## config.mk

```make
export PLATFORM = sky130hd
export DESIGN_NAME = cfdt_div_pipe
export DESIGN_NICKNAME = d
export VERILOG_FILES = /design/src/sv/cfdt_pkg.sv /design/src/sv/cfdt_div_pipe.sv
export SDC_FILE = /design/constraint.sdc
export NUM_CORES = 2
export LEC_CHECK = 0
export BUFFER_PORTS_ARGS = -buffer_cell sky130_fd_sc_hd__buf_2
export CAP_MARGIN = 15
export CORE_ASPECT_RATIO = 1.5
export CORE_MARGIN = 10
export CORE_UTILIZATION = 58
export CTS_CLUSTER_SIZE = 40
export DETAILED_ROUTE_END_ITERATION = 16
export PLACE_DENSITY = 0.76
export REMOVE_ABC_BUFFERS = 1
export SLEW_MARGIN = 5
export SYNTH_ARGS = -nofsm -noshare
export SYNTH_HDL_FRONTEND = slang
export SYNTH_SLANG_ARGS = --single-unit
```

## constraint.sdc

```tcl
create_clock -name clk -period 12.67 [get_ports clk]
set_input_delay 0.6335 -clock clk [delete_from_list [all_inputs] [get_ports clk]]
set_output_delay 0.6335 -clock clk [all_outputs]
set_load 0.02 [all_outputs]
```

## src/sv/cfdt_pkg.sv

```systemverilog
// ----------------------------------------------------------------------------
// cfdt_pkg
// Shared widths, types and face codes for the cube face direction-to-texel
// pipeline.
// ----------------------------------------------------------------------------
package cfdt_pkg;

  localparam int DIR_WIDTH   = 18;
  localparam int SIDE_WIDTH  = 13;
  localparam int FACE_WIDTH  = 3;
  localparam int HIT_WIDTH   = 13;
  localparam int U_WIDTH     = 16;
  localparam int V_WIDTH     = 15;

  // |dir| reaches 2^(DIR_WIDTH-1), so the magnitude needs DIR_WIDTH bits
  localparam int MAG_WIDTH   = DIR_WIDTH;
  localparam int PROD_WIDTH  = MAG_WIDTH + SIDE_WIDTH;
  // dividend = mag*L + mx
  localparam int NUM_WIDTH   = PROD_WIDTH + 1;
  // divisor = 2*mx
  localparam int DEN_WIDTH   = MAG_WIDTH + 1;
  // rounded quotient never exceeds (L+1)/2
  localparam int QUOT_WIDTH  = SIDE_WIDTH;
  // k*L/2 offsets for k up to 7
  localparam int HALF_WIDTH  = SIDE_WIDTH + 2;
  localparam int CALC_WIDTH  = SIDE_WIDTH + 4;

  localparam logic [SIDE_WIDTH-1:0] SIDE_RESET = SIDE_WIDTH'(1024);

  localparam logic [FACE_WIDTH-1:0] FACE_FRONT  = 3'd0;
  localparam logic [FACE_WIDTH-1:0] FACE_BACK   = 3'd1;
  localparam logic [FACE_WIDTH-1:0] FACE_LEFT   = 3'd2;
  localparam logic [FACE_WIDTH-1:0] FACE_RIGHT  = 3'd3;
  localparam logic [FACE_WIDTH-1:0] FACE_TOP    = 3'd4;
  localparam logic [FACE_WIDTH-1:0] FACE_BOTTOM = 3'd5;

  typedef logic [MAG_WIDTH-1:0]          mag_t;
  typedef logic [NUM_WIDTH-1:0]          num_t;
  typedef logic [DEN_WIDTH-1:0]          den_t;
  typedef logic [QUOT_WIDTH-1:0]         quot_t;
  typedef logic [2:0][NUM_WIDTH-1:0]     num_vec_t;
  typedef logic [2:0][QUOT_WIDTH-1:0]    quot_vec_t;

  // per-request sideband that rides along the divider
  typedef struct packed {
    logic [2:0]            neg;
    logic [FACE_WIDTH-1:0] face;
    logic                  zero;
  } tag_t;

endpackage

```

## src/sv/cfdt_div_pipe.sv

```systemverilog
// ----------------------------------------------------------------------------
// cfdt_div_pipe
// Pipelined restoring divider: three dividends over one shared divisor,
// one quotient bit per stage, with valid/ready flow control per stage.
// ----------------------------------------------------------------------------
module cfdt_div_pipe (
  input  logic                clk,
  input  logic                rst_n,
  input  logic                in_valid,
  output logic                in_ready,
  input  cfdt_pkg::num_vec_t  in_num,
  input  cfdt_pkg::den_t      in_den,
  input  cfdt_pkg::tag_t      in_tag,
  output logic                out_valid,
  input  logic                out_ready,
  output cfdt_pkg::quot_vec_t out_quot,
  output cfdt_pkg::tag_t      out_tag
);
  import cfdt_pkg::*;

  localparam int STAGES = QUOT_WIDTH;

  logic [STAGES-1:0] vld_r;
  logic [STAGES:0]   rdy;
  num_vec_t          rem_r [STAGES];
  quot_vec_t         quo_r [STAGES];
  den_t              den_r [STAGES];
  tag_t              tag_r [STAGES];

  logic [STAGES-1:0] vld_in;
  num_vec_t          rem_in  [STAGES];
  quot_vec_t         quo_in  [STAGES];
  den_t              den_in  [STAGES];
  tag_t              tag_in  [STAGES];
  num_vec_t          rem_nxt [STAGES];
  quot_vec_t         quo_nxt [STAGES];

  assign rdy[STAGES] = out_ready;
  assign in_ready    = rdy[0];

  for (genvar s = 0; s < STAGES; s++) begin : g_stage
    localparam int BIT = STAGES - 1 - s;

    if (s == 0) begin : g_first
      assign vld_in[s] = in_valid;
      assign rem_in[s] = in_num;
      assign quo_in[s] = '0;
      assign den_in[s] = in_den;
      assign tag_in[s] = in_tag;
    end else begin : g_next
      assign vld_in[s] = vld_r[s-1];
      assign rem_in[s] = rem_r[s-1];
      assign quo_in[s] = quo_r[s-1];
      assign den_in[s] = den_r[s-1];
      assign tag_in[s] = tag_r[s-1];
    end

    assign rdy[s] = !vld_r[s] || rdy[s+1];

    // trial subtract of divisor << BIT
    always_comb begin
      num_t trial;
      trial = NUM_WIDTH'(den_in[s]) << BIT;
      rem_nxt[s] = rem_in[s];
      quo_nxt[s] = quo_in[s];
      for (int i = 0; i < 3; i++) begin
        if (rem_in[s][i] >= trial) begin
          rem_nxt[s][i]      = rem_in[s][i] - trial;
          quo_nxt[s][i][BIT] = 1'b1;
        end
      end
    end

    always_ff @(posedge clk) begin
      if (!rst_n) begin
        vld_r[s] <= 1'b0;
      end else if (rdy[s]) begin
        vld_r[s] <= vld_in[s];
      end
    end

    always_ff @(posedge clk) begin
      if (rdy[s] && vld_in[s]) begin
        rem_r[s] <= rem_nxt[s];
        quo_r[s] <= quo_nxt[s];
        den_r[s] <= den_in[s];
        tag_r[s] <= tag_in[s];
      end
    end
  end

  assign out_valid = vld_r[STAGES-1];
  assign out_quot  = quo_r[STAGES-1];
  assign out_tag   = tag_r[STAGES-1];

endmodule
```

* Word level (Yosys, flattened, before mapping)
Memory sizes are Yosys's and may differ from the RTL's.
Cells that the tools add are included.
** Operators by class
- Add/subtract/negate cells :: 39
- Magnitude comparators :: 39
- Multiplexer cells :: 104
- Reductions and logical operators :: 39
** Operators with widths (number)
- two-way mux 32 bit :: 39
- >= comparator 32 x 19 -> 1 bit :: 3
- >= comparator 32 x 20 -> 1 bit :: 3
- >= comparator 32 x 21 -> 1 bit :: 3
- >= comparator 32 x 22 -> 1 bit :: 3
- >= comparator 32 x 23 -> 1 bit :: 3
- >= comparator 32 x 24 -> 1 bit :: 3
- >= comparator 32 x 25 -> 1 bit :: 3
- >= comparator 32 x 26 -> 1 bit :: 3
- >= comparator 32 x 27 -> 1 bit :: 3
- >= comparator 32 x 28 -> 1 bit :: 3
- >= comparator 32 x 29 -> 1 bit :: 3
- >= comparator 32 x 30 -> 1 bit :: 3
- >= comparator 32 x 31 -> 1 bit :: 3
- subtractor 32 x 19 -> 32 bit :: 3
- subtractor 32 x 20 -> 32 bit :: 3
- subtractor 32 x 21 -> 32 bit :: 3
- subtractor 32 x 22 -> 32 bit :: 3
- subtractor 32 x 23 -> 32 bit :: 3
- subtractor 32 x 24 -> 32 bit :: 3
- subtractor 32 x 25 -> 32 bit :: 3
- subtractor 32 x 26 -> 32 bit :: 3
- subtractor 32 x 27 -> 32 bit :: 3
- subtractor 32 x 28 -> 32 bit :: 3
- 7 further kinds :: 113
** Word-level totals
- Register bits :: 13
- Memory bits (writable) :: 2093
- Output and inout bits :: 48
- Logic and storage cells :: 238
- Memories :: 4
** Memories
- rem_r :: words 13, bits a word 96, read ports 12, clocked after Yosys merged registers in 0, wr ports 13, line cfdt_div_pipe.sv:25 : num_vec_t rem_r [STAGES];
- quo_r :: words 13, bits a word 39, read ports 13, clocked after Yosys merged registers in 0, wr ports 13, line cfdt_div_pipe.sv:26 : quot_vec_t quo_r [STAGES];
- den_r :: words 13, bits a word 19, read ports 12, clocked after Yosys merged registers in 0, wr ports 13, line cfdt_div_pipe.sv:27 : den_t den_r [STAGES];
- tag_r :: words 13, bits a word 7, read ports 13, clocked after Yosys merged registers in 0, wr ports 13, line cfdt_div_pipe.sv:28 : tag_t tag_r [STAGES];

* Longest topological paths before layout
- Depth in word-level cells :: 17
- Depth in mapped cells :: 15
- Mapped depth without buffers :: 14

* Worst setup path after synthesis
No wires, ideal clock.
- Path type :: input -> register
- Start point :: input port out_ready
- End point :: memory den_r[2][19] (netlist name) (enable)
- Library setup time :: 0.896 ns
- Arrival time :: 11.886 ns
- Required time :: 11.774 ns
- Slack :: -0.112 ns
- Cell stages on the path :: 3
- Cells stage by stage :: nor2b_1 -> and3_1 -> a21boi_0
** RTL lines
- start, declared :: line cfdt_div_pipe.sv:15 : input logic out_ready,
- end, declared :: line cfdt_div_pipe.sv:27

==> flow_metrics.tcl <==
set metrics [dict create \
    outcome "finished, violations left" \
    failed_checks "max-capacitance violations, max-slew violations" \
    wl_met3_mm 9.576 \
    drive_above_1_share 0.08053 \
    synth.area.mux_share 0.01524 \
    design.die.area_um2 188000 \
    async_reset_ff_frac 0 \
    synth-simple-area-share 0.1192 \
    p_leak_uw 0.04038 \
    p_total_uw 13080 \
    ys_types 87 \
    ant_nets 0 \
    first_pass_iters 8 \
    grt_pass1_wl_mm 445.2 \
    slew_violations 1 \
    grt_max_degree 71 \
    h-tree-depth 4 \
    portBuffers 173 \
    route.vias.total 70548 \
    cts_setup_buffers 0 \
    syn_area_um2 99020 \
    met1Wirelength_mm 82.70 \
    clkSinkCount 1757 \
    antenna_found_initial 2 \
    rsz0062_at_grt "false" \
    initial_core_util 0.5836 \
    ys_seq_area_frac 0.5315 \
    die_w_um 357.4 \
    drt_iter0_drc 4419 \
    hold_class "in -> reg" \
    die-height_um 526.1 \
    worstMarginPinSlew_ns 1.492 \
    synth_top_family_by_area "compound AO/OA/AOI/OAI gates" \
    synth_cells 8751 \
    highest_layer "met4" \
    endpoint_kind "flip-flop" \
    synth_compound_area_frac 0.1420 \
    syn_avg_cell_area_um2 11.32 \
    ctsRootBufferMaster "clkbuf_16" \
    nets 10003 \
    final_common_cell "edfxtp_1" \
    p_per_area_nw_per_um2 119.6 \
    post_dp_cell_area_um2 103200 \
    syn2layout_area_growth_pct 10.43 \
    synth_ff_type "edfxtp_1" \
    path_max_fanout 42 \
    synth_fa_ha_area_frac 0.1009 \
    grt_pass1_vias 75154 \
    routed_wl_mm 301.6 \
    dr_wl_met2_mm 170.1 \
    ioPinCount 174 \
    maxCapViolCount 1 \
    ys_warn_count 0 \
    startpoint_type "flip-flop" \
    setup_viol 0 \
    coreArea_um2 169700 \
    grt_usage 0.3168 \
    numCtsBuffers 166 \
    path_clk_slew_ns 0.06 \
    required_ns 13.26 \
    slew_headroom -0.003913 \
    cts_tree "done" \
    final_area_um2 109300 \
    fin_crit_sh 0.4066 \
    drc_errors 0 \
    hold_slack_ns 0.04421 \
    fill_cells 12787 \
    critPathKind "reg -> reg" \
    ctsLongestPathBuffers 3 \
    final.setup_skew_ns 0.09550 \
    place_hpwl_mm 239.5 \
    fp-row-count 185 \
    via_per_inst 6.142 \
    synth-seq-cells 1757 \
    gr-total-overflow 0 \
    critical_path_arrival_ns 5.74 \
    clk_latency_ns 0.89 \
    maxClockFrequency_ghz 0.1941 \
    synth-edff-count 1744 \
    peakVddDrop_uv 153.5 \
    final_cell_mix "1744 x edfxtp_1, 741 x ha_1, 677 x nand2_1" \
    drt-wirelength-per-cell_um 26.25 \
    gp_congestion 1.073 \
    period_needed_ns 5.152 \
    synthXorXnorAreaFrac 0.06634 \
    hold_viol_final 0 \
]
-- synth_stat cells (65+ instances only) --
cell	instances	area (um2)
xnor2_1	394	3451
edfxtp_1	1744	52370
o31ai_1	81	608.1
o21a_1	114	855.8
o21bai_1	70	525.5
nor3_1	185	925.9
or3_1	65	406.6
nor4_1	97	606.8
nand4_1	100	625.6
clkbuf_1	132	495.5
nor2_1	599	2248
ha_1	741	9271
inv_1	494	1854
nand2b_1	146	913.4
a21oi_1	663	3318
mux2_2	118	1329
o21ai_0	655	3278
a21o_1	261	1959
xor2_1	356	3118
nor2b_1	147	919.6
nand2_1	678	2545
nand3_1	119	595.6
-- logic make-up after synthesis --
family / count (synthesis)
DFF: 1757
AOI/OAI and AO/OA: 2273
and+or+nand+nor: 2408
adders and majority gates: 777
buffers and inverters: 650
xor gates and xnor gates: 750
muxes: 136
-- final cells by class --
type | count | area [um2] | share of cell area
clock inverters | 106 | 1219 | 0.01115
multi-input cells | 6344 | 44250 | 0.4047
clock buffers | 201 | 4345 | 0.03974
well taps | 2244 | 2808 | 0.02568
flip-flops and latches | 1757 | 52630 | 0.4813
inverters | 497 | 1866 | 0.01706
diodes | 4 | 10.01 | 0.00009154
repair buffers | 334 | 2217 | 0.02028
-- stage by stage --
step / instances / util / TNS, ns / worst slack (ns)
finish: 11487 / 0.6445 / 0 / 7.518
CTS: 11482 / 0.6444 / 0 / 7.477
detailed placement: 11115 / 0.6080 / 0 / 7.447
global placement: 11110 / 0.6077 / 0 / 7.468
global route: 11484 / 0.6444 / 0 / 7.429
floorplan: 8598 / - / -17.09 / -0.1124
-- worst paths after layout --
kind | from | endpoint | slack, ns | depth (start not counted)
worst max register to register | den_r[0][41] | rem_r[0][350] | 7.52 | 13
worst min-delay path | in_den[8] | den_r[0][8] | 0.04 | 1
worst min register to register | quo_r[1][83] | quo_r[1][122] | 0.40 | 0
worst max-delay path | den_r[0][41] | rem_r[0][350] | 7.52 | 13
-- timing repair --
action                                 in CTS  in global routing
endpoints found under the hold margin      60                  0
hold buffers                               60                  0
gates resized for setup                     0                  0
-- registers in the layout, indices dropped and copies added, names as in the netlist --
signal and cells:
rem_r 1152, quo_r 273, den_r 228, tag_r 91
vld_in 12, out_valid 1
-- worst max-delay path, stage by stage (launching register included) --
cell and delay, ns:
edfxtp_1 0.40, inv_1 0.10, ha_1 0.36, nand3_1 0.18
nor4_1 0.37, nand4_1 0.15, nor4_1 1.14, a2111oi_0 0.33
buf_4 0.27, o211ai_1 0.20, nand2_2 0.54, a31oi_1 0.51
nand3_1 0.16, xnor2_1 0.15
-- power by group --
part           internal [uW]  switching, uW
Clock                   2760           2320
Sequential              6530           93.6
Combinational            546            835
Total                   9830           3250
-- per-layer routing --
metal	vias up	global-route usage
met5	-	0
met4	0	0.3379
met3	1138	0.03380
met2	2496	0.6338
met1	33604	0.2392
li1	33310	-
Note: power is estimated with default switching activity, not from simulation.
